**src/design/epg_pkg.sv**
```systemverilog
package epg_pkg;

    // Radius inputs are masked to this many bits; the square, cross, decision and step widths follow from it.
    localparam int RADIUS_BITS = 12;

    localparam int RADIUS_IN_W = 12;
    localparam int COORD_W     = 16;
    localparam int SQ_W        = 2 * RADIUS_BITS;
    localparam int CROSS_W     = 3 * RADIUS_BITS;
    localparam int DEC_W       = 3 * RADIUS_BITS + 8;
    localparam int STEP_W      = RADIUS_BITS + 2;

    // Input word layout
    localparam int CX_LSB      = 0;
    localparam int CY_LSB      = CX_LSB + COORD_W;
    localparam int RX_LSB      = CY_LSB + COORD_W;
    localparam int RY_LSB      = RX_LSB + RADIUS_IN_W;
    localparam int IN_DATA_W   = ((RY_LSB + RADIUS_IN_W + 7) / 8) * 8;

    // Output word layout
    localparam int OUT_DATA_W  = 4 * COORD_W;

    localparam logic OP_START = 1'b0;
    localparam logic OP_STEP  = 1'b1;

    typedef logic [RADIUS_BITS-1:0] t_radius;

    typedef struct packed {
        logic               is_start;
        logic               radius_zero;
        logic [COORD_W-1:0] center_x;
        logic [COORD_W-1:0] center_y;
        t_radius            radius_x;
        t_radius            radius_y;
    } t_item;

endpackage

```
**src/design/epg_front.sv**
```systemverilog
module epg_front (
    input  logic                            i_clk,
    input  logic                            i_rst_n,
    input  logic                            i_valid,
    output logic                            o_ready,
    input  logic [epg_pkg::IN_DATA_W-1:0]   i_data,
    input  logic                            i_user,
    output logic                            o_valid,
    output epg_pkg::t_item                  o_item,
    input  logic                            i_pop
);

    epg_pkg::t_item r_mem [2];
    logic           r_wptr;
    logic           r_rptr;
    logic [1:0]     r_count;
    epg_pkg::t_item w_item;
    logic           w_push;
    logic           w_pop;

    // Classify the word and mask the radii before queueing
    always_comb begin
        w_item.is_start    = (i_user == epg_pkg::OP_START);
        w_item.center_x    = i_data[epg_pkg::CX_LSB +: epg_pkg::COORD_W];
        w_item.center_y    = i_data[epg_pkg::CY_LSB +: epg_pkg::COORD_W];
        w_item.radius_x    = epg_pkg::t_radius'(i_data[epg_pkg::RX_LSB +: epg_pkg::RADIUS_IN_W]);
        w_item.radius_y    = epg_pkg::t_radius'(i_data[epg_pkg::RY_LSB +: epg_pkg::RADIUS_IN_W]);
        w_item.radius_zero = (w_item.radius_x == '0) || (w_item.radius_y == '0);
    end

    assign o_ready = (r_count != 2'd2);
    assign o_valid = (r_count != 2'd0);
    assign o_item  = r_mem[r_rptr];
    assign w_push  = i_valid && o_ready;
    assign w_pop   = i_pop && o_valid;

    always_ff @(posedge i_clk) begin
        if (!i_rst_n) begin
            r_wptr  <= 1'b0;
            r_rptr  <= 1'b0;
            r_count <= 2'd0;
        end else begin
            if (w_push) begin
                r_mem[r_wptr] <= w_item;
                r_wptr        <= ~r_wptr;
            end
            if (w_pop) begin
                r_rptr <= ~r_rptr;
            end
            case ({w_push, w_pop})
                2'b10:   r_count <= r_count + 2'd1;
                2'b01:   r_count <= r_count - 2'd1;
                default: r_count <= r_count;
            endcase
        end
    end

endmodule

```
**src/design/epg_walk.sv**
```systemverilog
module epg_walk (
    input  logic                            i_clk,
    input  logic                            i_rst_n,
    input  logic                            i_valid,
    input  epg_pkg::t_item                  i_item,
    output logic                            o_pop,
    output logic                            o_valid,
    input  logic                            i_ready,
    output logic [epg_pkg::OUT_DATA_W-1:0]  o_data,
    output logic                            o_last
);

    localparam int RB = epg_pkg::RADIUS_BITS;
    localparam int SW = epg_pkg::SQ_W;
    localparam int CW = epg_pkg::CROSS_W;
    localparam int DW = epg_pkg::DEC_W;
    localparam int TW = epg_pkg::STEP_W;
    localparam int XW = epg_pkg::COORD_W;

    typedef enum logic [1:0] {
        S_RUN,
        S_SQUARE,
        S_CROSS,
        S_LOAD
    } t_state;

    t_state         r_state;
    logic           r_active;
    logic           r_out_valid;
    logic [epg_pkg::OUT_DATA_W-1:0] r_out_data;
    logic           r_out_last;

    logic [XW-1:0]  r_cx;
    logic [XW-1:0]  r_cy;
    logic [RB-1:0]  r_rx;
    logic [RB-1:0]  r_ry;
    logic [SW-1:0]  r_rxsq;
    logic [SW-1:0]  r_rysq;
    logic [CW-1:0]  r_cross;
    logic [SW-2:0]  r_qsum;
    logic [SW:0]    r_twice_rx;
    logic [SW:0]    r_twice_ry;
    logic [DW-1:0]  r_dec;
    logic [DW-1:0]  r_up_next;
    logic [DW-1:0]  r_in_next;
    logic [XW-1:0]  r_off_x;
    logic [XW-1:0]  r_off_y;
    logic [TW-1:0]  r_steps;

    logic           w_out_free;
    logic           w_emit;
    logic [SW:0]    w_sqsum;
    logic [XW-1:0]  w_right;
    logic [XW-1:0]  w_left;
    logic [XW-1:0]  w_upper;
    logic [XW-1:0]  w_lower;

    assign w_out_free = !r_out_valid || i_ready;
    assign w_sqsum    = {1'b0, r_rxsq} + {1'b0, r_rysq};

    assign w_right = r_cx + r_off_x;
    assign w_left  = r_cx - r_off_x;
    assign w_upper = r_cy + r_off_y;
    assign w_lower = r_cy - r_off_y;

    always_comb begin
        o_pop  = 1'b0;
        w_emit = 1'b0;
        unique case (r_state)
            S_RUN: begin
                w_emit = i_valid && !i_item.is_start && r_active && w_out_free;
                // a step word while inactive is dropped without waiting on the output
                o_pop  = i_valid && (i_item.is_start || !r_active || w_out_free);
            end
            default: begin
                o_pop  = 1'b0;
                w_emit = 1'b0;
            end
        endcase
    end

    always_ff @(posedge i_clk) begin
        if (!i_rst_n) begin
            r_state     <= S_RUN;
            r_active    <= 1'b0;
            r_out_valid <= 1'b0;
        end else begin
            if (w_emit) begin
                r_out_valid <= 1'b1;
            end else if (i_ready) begin
                r_out_valid <= 1'b0;
            end

            unique case (r_state)
                S_RUN: begin
                    if (i_valid && i_item.is_start) begin
                        r_active <= 1'b0;
                        r_cx     <= i_item.center_x;
                        r_cy     <= i_item.center_y;
                        r_rx     <= i_item.radius_x;
                        r_ry     <= i_item.radius_y;
                        if (!i_item.radius_zero) begin
                            r_state <= S_SQUARE;
                        end
                    end else if (w_emit) begin
                        r_out_data <= {w_lower, w_upper, w_left, w_right};
                        r_out_last <= (r_steps == TW'(1));
                        if (r_dec[DW-1]) begin
                            // advance y
                            r_off_y   <= r_off_y + XW'(1);
                            r_dec     <= r_dec + r_up_next;
                            r_up_next <= r_up_next + DW'(r_twice_rx);
                        end else begin
                            // step x inward
                            r_off_x   <= r_off_x - XW'(1);
                            r_dec     <= r_dec - r_in_next;
                            r_in_next <= r_in_next - DW'(r_twice_ry);
                        end
                        r_steps <= r_steps - TW'(1);
                        if (r_steps == TW'(1)) begin
                            r_active <= 1'b0;
                        end
                    end
                end
                S_SQUARE: begin
                    r_rxsq  <= SW'(r_rx) * SW'(r_rx);
                    r_rysq  <= SW'(r_ry) * SW'(r_ry);
                    r_state <= S_CROSS;
                end
                S_CROSS: begin
                    r_cross    <= CW'(r_rx) * CW'(r_rysq);
                    r_qsum     <= w_sqsum[SW:2];
                    r_twice_rx <= {r_rxsq, 1'b0};
                    r_twice_ry <= {r_rysq, 1'b0};
                    r_state    <= S_LOAD;
                end
                S_LOAD: begin
                    r_dec     <= DW'(r_qsum) - DW'(r_cross);
                    // increments kept one move ahead so each step is a single add
                    r_up_next <= DW'(r_twice_rx);
                    r_in_next <= DW'({r_cross, 1'b0}) - DW'(r_twice_ry);
                    r_off_x   <= XW'(r_rx);
                    r_off_y   <= '0;
                    r_steps   <= TW'(r_rx) + TW'(r_ry) + TW'(1);
                    r_active  <= 1'b1;
                    r_state   <= S_RUN;
                end
                default: begin
                    r_state <= S_RUN;
                end
            endcase
        end
    end

    assign o_valid = r_out_valid;
    assign o_data  = r_out_data;
    assign o_last  = r_out_last;

endmodule

```
**src/design/ellipse_point_generator_top.sv**
```systemverilog
// Channel   Dir  Handshake                Contents
// s_axis    in   tvalid/tready            tuser: opcode; tdata: center_x, center_y,
//                                         radius_x, radius_y
// m_axis    out  tvalid/tready            tdata: right_x, left_x, upper_y, lower_y;
//                                         tlast: last_point
//
// A step word leaves as one point set per cycle while an ellipse is being walked and the output is not stalled.
// A start word with both radii nonzero occupies the walker through the accept
// cycle, two registered multiply stages (squares, then rx * ry^2) and a load
// step for the decision terms; a zero-radius start stays in the run state.
// Synchronous active-low reset empties the two-word input queue, drops any walk
// in progress and clears the output valid.
// The input queue keeps taking words, up to its two entries, while a point set waits at the output.
module ellipse_point_generator_top (
    input  logic                            i_clk,
    input  logic                            i_rst_n,
    input  logic                            i_s_axis_tvalid,
    output logic                            o_s_axis_tready,
    // [15:0] center_x, [31:16] center_y, [43:32] radius_x, [55:44] radius_y
    input  logic [epg_pkg::IN_DATA_W-1:0]   i_s_axis_tdata,
    // [0] opcode
    input  logic                            i_s_axis_tuser,
    output logic                            o_m_axis_tvalid,
    input  logic                            i_m_axis_tready,
    // [15:0] right_x, [31:16] left_x, [47:32] upper_y, [63:48] lower_y
    output logic [epg_pkg::OUT_DATA_W-1:0]  o_m_axis_tdata,
    output logic                            o_m_axis_tlast
);

    logic           w_q_valid;
    epg_pkg::t_item w_q_item;
    logic           w_q_pop;

    epg_front u_front (
        .i_clk   (i_clk),
        .i_rst_n (i_rst_n),
        .i_valid (i_s_axis_tvalid),
        .o_ready (o_s_axis_tready),
        .i_data  (i_s_axis_tdata),
        .i_user  (i_s_axis_tuser),
        .o_valid (w_q_valid),
        .o_item  (w_q_item),
        .i_pop   (w_q_pop)
    );

    epg_walk u_walk (
        .i_clk   (i_clk),
        .i_rst_n (i_rst_n),
        .i_valid (w_q_valid),
        .i_item  (w_q_item),
        .o_pop   (w_q_pop),
        .o_valid (o_m_axis_tvalid),
        .i_ready (i_m_axis_tready),
        .o_data  (o_m_axis_tdata),
        .o_last  (o_m_axis_tlast)
    );

endmodule
```
**config.mk**
```make
export PLATFORM = sky130hd
export DESIGN_NAME = ellipse_point_generator_top
export DESIGN_NICKNAME = d
export VERILOG_FILES = /design/src/design/epg_pkg.sv /design/src/design/epg_front.sv /design/src/design/epg_walk.sv /design/src/design/ellipse_point_generator_top.sv
export SDC_FILE = /design/constraint.sdc
export NUM_CORES = 2
export LEC_CHECK = 0
export CAP_MARGIN = 5
export CORE_MARGIN = 5
export CORE_UTILIZATION = 50
export CTS_CLUSTER_SIZE = 20
export DETAILED_ROUTE_END_ITERATION = 16
export DONT_BUFFER_PORTS = 1
export GPL_TIMING_DRIVEN = 0
export SYNTH_ARGS = -nofsm -noshare
export SYNTH_HDL_FRONTEND = slang
export SYNTH_SLANG_ARGS = --single-unit
```
**constraint.sdc**
```tcl
create_clock -name i_clk -period 12 [get_ports i_clk]
set_input_delay 1.2 -clock i_clk [delete_from_list [all_inputs] [get_ports i_clk]]
set_output_delay 1.2 -clock i_clk [all_outputs]
set_load 0.005 [all_outputs]
```
# ---- After elaboration in Yosys (flattened, before gate mapping)
# Memories as Yosys holds them, arrays and structs flattened. A register that Yosys moved wholly into a read port is not among the register bits.
# Cells that the tools add are included.
# W data, S select, Z words.
dict set report word_totals {
  ramBits 116
  inputBits 61
  memories 1
  elab_cells 135
  ff_bits 462
  out_inout_bits 67
}
dict set report op_classes {
  n_eq_ne 15
  n_addsub 18
  n_bitwise 4
  mux 40
  mul 3
  reduce_logical 30
}
# memory words word_bits read_ports rd_ports_with_merged_regs write_ports line_no
set mem_list {}
lappend mem_list {u_front.r_mem 2 58 1 1 1 epg_front.sv:13} ;# epg_pkg::t_item r_mem [2];
# operator count
set op_table {}
lappend op_table {{$mux W44} 9}
lappend op_table {{$pmux W44 S2} 3}
lappend op_table {{$mux W16} 6}
lappend op_table {{$pmux W16 S2} 2}
lappend op_table {{$mul A12 B12 Y24} 2}
lappend op_table {{$add A44 B25 Y44} 1}
lappend op_table {{$add A44 B44 Y44} 1}
lappend op_table {{$sub A44 B25 Y44} 1}
lappend op_table {{$sub A44 B44 Y44} 1}
lappend op_table {{$sub A37 B25 Y38} 1}
lappend op_table {{$sub A23 B36 Y37} 1}
lappend op_table {{$mul A12 B24 Y36} 1}
lappend op_table {{$add A16 B16 Y16} 2}
lappend op_table {{$sub A16 B16 Y16} 2}
lappend op_table {{$mux W14} 2}
lappend op_table {{$pmux W14 S2} 1}
lappend op_table {{$add A24 B24 Y25} 1}
lappend op_table {{$logic_not A12 Y1} 2}
lappend op_table {{$add A16 B1 Y16 const B} 1}
lappend op_table {{$sub A16 B1 Y16 const B} 1}
lappend op_table {{$add A14 B1 Y14 const B} 1}
lappend op_table {{$eq A14 B1 Y1 const B} 1}
lappend op_table {{$sub A14 B1 Y14 const B} 1}
lappend op_table {{$add A12 B12 Y13} 1}
lappend op_table {{22 further kinds} 65}

# ---- Logic depth before layout (Yosys ltp)
dict set report depth {
  ltp_word 8
  ltp_mapped 25
}

# ---- Hierarchy
# A second synthesis with hierarchy kept.
dict set report unflattened {
  hier_cells 5160
  hier_area_um2 51214.1
}
# mod cells_each area_each_um2 n_inst
set modules_own_cells {}
lappend modules_own_cells {epg_walk 4944 46744.8 1}
lappend modules_own_cells {epg_front 216 4469.3 1}

# ---- Worst setup path before layout
# Ideal clock, no wire load.
dict set report synth_path {
  path_type {input to register}
  startpoint {in i_s_axis_tvalid}
  endpoint {mem u_front.r_mem[0][0] (netlist name), enable pin}
  setup_slack_ns 5.880
  cell_stages 2
  t_arrival_ns 5.563
  t_required_ns 11.443
  setup_ns 0.557
  path_cell_list {nand2_1 nor3b_1}
}
dict set report synth_via {
  elab_chain_len 4
}
# element line_no
set synth_lines {}
lappend synth_lines {{start: declaration} ellipse_point_generator_top.sv:17} ;# input logic i_s_axis_tvalid,
lappend synth_lines {{$logic_and A1 B1 Y1} epg_front.sv:34} ;# assign w_push = i_valid && o_ready;
lappend synth_lines {{$mux W1} epg_front.sv:43} ;# if (w_push) begin
lappend synth_lines {{$mux W1} epg_front.sv:38} ;# if (!i_rst_n) begin
lappend synth_lines {{$mux W1 (not written as such)} epg_front.sv:44} ;# r_mem[r_wptr] <= w_item;
lappend synth_lines {{end: declaration} epg_front.sv:13}
# Every way passes these cells.

# ---- Worst setup path in the final report
dict set report layout_path {
  startpoint {reg u_walk.r_rx[5]}
  endpoint {reg u_walk.r_cross[35], data pin}
}
dict set report layout_via {
  elab_chain_len 1
}
# element line_no
set layout_lines {}
lappend layout_lines {{start: declaration} epg_walk.sv:35} ;# logic [RB-1:0] r_rx;
lappend layout_lines {{start signal: assignment} epg_walk.sv:100} ;# r_rx <= i_item.radius_x;
lappend layout_lines {{$mul A12 B24 Y36} epg_walk.sv:131} ;# r_cross <= CW'(r_rx) * CW'(r_rysq);
lappend layout_lines {{end signal: assignment} epg_walk.sv:131}
lappend layout_lines {{end: declaration} epg_walk.sv:39} ;# logic [CW-1:0] r_cross;
# Every way passes these cells.
# A chain may end at the register's enable or synchronous reset.

==> reports/qor.csv <==
stage,metric,value,unit
outcome,status,finished clean,
synth,Seq cells post-synth,570,
timing,Tmin final,7.413,ns
finish,Layout Nets,6113,
detailed_routing,average vias per placed instance,5.535,
synth,Synthesized Nets,6024,
worst_setup_path,CP Max Fanout,10,
place,detailed-placement wirelength estimate,107500,um
detailed_routing,Post-Route WL,133000,um
clock_network,CTS Buf Count,68,
timing,pin slew with the least headroom to its limit,1.217,ns
hold_path,hold crit path type,reg2reg,
detailed_routing,DRT iter0 DRCs,2358,
timing,number of failing hold endpoints at the final stage,0,
floorplanning,Rows,117,
timing,Rel. slew slack,0.1885,
timing,worst hold margin,0.4191,ns
synth,Post-Syn Area,51040,sq um
global_routing,pin count of the biggest net entering global routing,75,
global_routing,Global Route Usage Sum,0.2458,
floorplanning,die width,329.5,um
clock_network,worst skew pair latency,0.65,ns
worst_setup_path,CP arrival,7.79,ns
timing,Layout Skew,0.02483,ns
finish,"Core Util, Final",0.5442,
clock_network,clk root buf,clkbuf_16,
synth,top post-synthesis cells by area,"edfxtp_1 (33%), fa_1 (15%), ha_1 (12%)",
synth,Yosys top cell by area,edfxtp_1,
flow_run,total of max-cap violations,0,
clock_network,CTS tree,yes,
finish,Register Area,17030,sq um
timing,Final setup viols,0,
timing,RSZ-0062 raised after global routing,no,
synth,Post-Synthesis Cells,5114,
synth,most numerous cell in the Yosys netlist,inv_1,
worst_setup_path,Crit. End Element,register,
synth,number of synthesized flops with an enable pin,561,
synth,async set or reset register ratio after synthesis,0,
synth,Yosys cell types,95,
clock_network,Clock Sink Count,570,
synth,Post-synth top flop,edfxtp_1,
synth,yosys warns,0,
finish,layout cells sized above 1,0.04780,
global_routing,gr ovfl total,0,
timing,Max Clock Freq,0.1349,GHz
finish,area delta synth->final,8.322,%
detailed_routing,Post-DRT Antenna Nets,0,
synth,post-synthesis sequential area ratio,0.3336,
clock_network,Clock transition at path regs,0.06,ns
timing,period utilisation layout,0.6178,
floorplanning,Die Height,329.5,um
synth,area fraction of the dominant cell type after synthesis,0.3300,
floorplanning,Initial Util,0.5024,
worst_setup_path,critical path class,reg2reg,
global_routing,first-pass GRT wire length,207600,um
place,Post-DP Area,53090,sq um
detailed_routing,DRC violations left,0,
detailed_routing,detailed-route via count,36640,
detailed_routing,drt pass-1 iters,6,
timing,Final Max Slew Viols,0,
finish,FILL cells,9131,
clock_network,setup bufs post-CTS,0,
clock_network,H-tree levels,3,
worst_setup_path,Worst setup SP type,register,
place,gpl congestion,0.9249,
global_routing,initial antenna violation count,2,
clock_network,Post-CTS Resized,0,
floorplanning,core area,101600,sq um
clock_network,Longest Clk Path Bufs,3,
clock_network,Post-CTS Hold Buffers,0,
finish,area of the multi-input gates,30680,sq um
worst_setup_path,Worst EP required,12.37,ns
place,# port buffers,0,
finish,Final Cell Area,55290,sq um
floorplanning,I/O pin count,128,
global_routing,vias in the first global route,37130,
floorplanning,Die ar.,108600,sq um
synth,"top cells by count, synth","inv_1 (731), edfxtp_1 (561), ha_1 (474)",
synth,syn avg cell area,9.981,sq um
detailed_routing,Wirelength per Cell,20.09,um
timing,Fin Setup TNS,0,ns
[kinds of logic (layout without fill, tap and decap cells)]
logic type               count (synthesis)  after routing  share of synthesized area
other                                    0              2                          0
buffers and inverters                  895           1032                    0.06609
AND/OR/NAND/NOR                       1349           1349                     0.1272
multiplexers                            82             82                    0.01767
adder cells (fa/ha/maj)                849            849                     0.2633
AO/OA/AOI/OAI                          960            960                     0.1221
XOR/XNOR                               409            409                    0.07018
flip-flops                             570            570                     0.3336
[critical path, cell delays in order (launching register included)]
cell	delay, ns
edfxtp_1	0.54
clkbuf_1	0.46
clkbuf_1	0.72
nand2_1	0.15
fa_1	0.49
fa_1	0.51
inv_1	0.05
fa_1	0.47
fa_1	0.52
inv_1	0.05
fa_1	0.52
inv_1	0.04
ha_1	0.38
a21o_1	0.21
a21o_1	0.18
a211oi_1	0.40
nand2_1	0.13
a211o_1	0.33
a41oi_1	0.30
a21oi_1	0.14
a21o_1	0.20
a21oi_1	0.18
xnor2_1	0.14
[placed cells by master, fill, tap and decap left out, types with 185 or more instances in the layout]
cell type and count:
inv_1 731, edfxtp_1 561, ha_1 474, nand2_1 456, fa_1 375, a21oi_1 293
nor2_1 272, xnor2_1 251, o21ai_0 189, and2_1 185
[final cells by class]
cell class / count / share of cell area
multi-input combinational: 3649 / 0.5549
buffer: 164 / 0.01138
clock inverter: 36 / 0.007196
tap: 1368 / 0.03096
timing repair buffer: 19 / 0.005363
inverter: 731 / 0.04963
clock buffer: 82 / 0.03250
sequential: 570 / 0.3079
antenna: 2 / 0.00009052
[registers in the layout (all words and copies together), names as in the netlist, 36 cells and up, named ones only]
register,flops
u_walk.r_in_next,43
u_walk.o_data,62
u_walk.r_cross,36
u_walk.r_dec,43
u_front.r_mem,116
u_walk.r_up_next,43
[worst paths after layout]
check	startpoint	endpoint	slack [ns]	cells after the start
max reg2reg	u_walk.r_rx[5]$_DFFE_PP_	u_walk.r_cross[35]$_DFFE_PP_	4.59	22
min	u_walk.r_rxsq[0]$_DFFE_PP_	u_walk.r_twice_rx[1]$_DFFE_PP_	0.42	0
min reg2reg	u_walk.r_rxsq[0]$_DFFE_PP_	u_walk.r_twice_rx[1]$_DFFE_PP_	0.42	0
max	u_walk.r_rx[5]$_DFFE_PP_	u_walk.r_cross[35]$_DFFE_PP_	4.59	22
[stage by stage]
stage	setup WS, ns	instances
6_report	4.587	6621
5_1_grt	4.343	6620
4_1_cts	4.656	6619
3_5_place_dp	4.652	6501
3_3_place_gp	2.659	6482
2_1_floorplan	5.880	5114
[metal layers]
| layer | part of all wire | track usage |
|---|---|---|
| met3 | 0.051 | 0.03520 |
| met4 | 0.036 | 0.07934 |
| met5 | 0 | 0 |
| met1 | 0.44 | 0.3255 |
| met2 | 0.48 | 0.4191 |
Power is left out: the tool's default activity adds up to more than one toggle a clock period on the data nets, which glitch-free logic cannot reach.
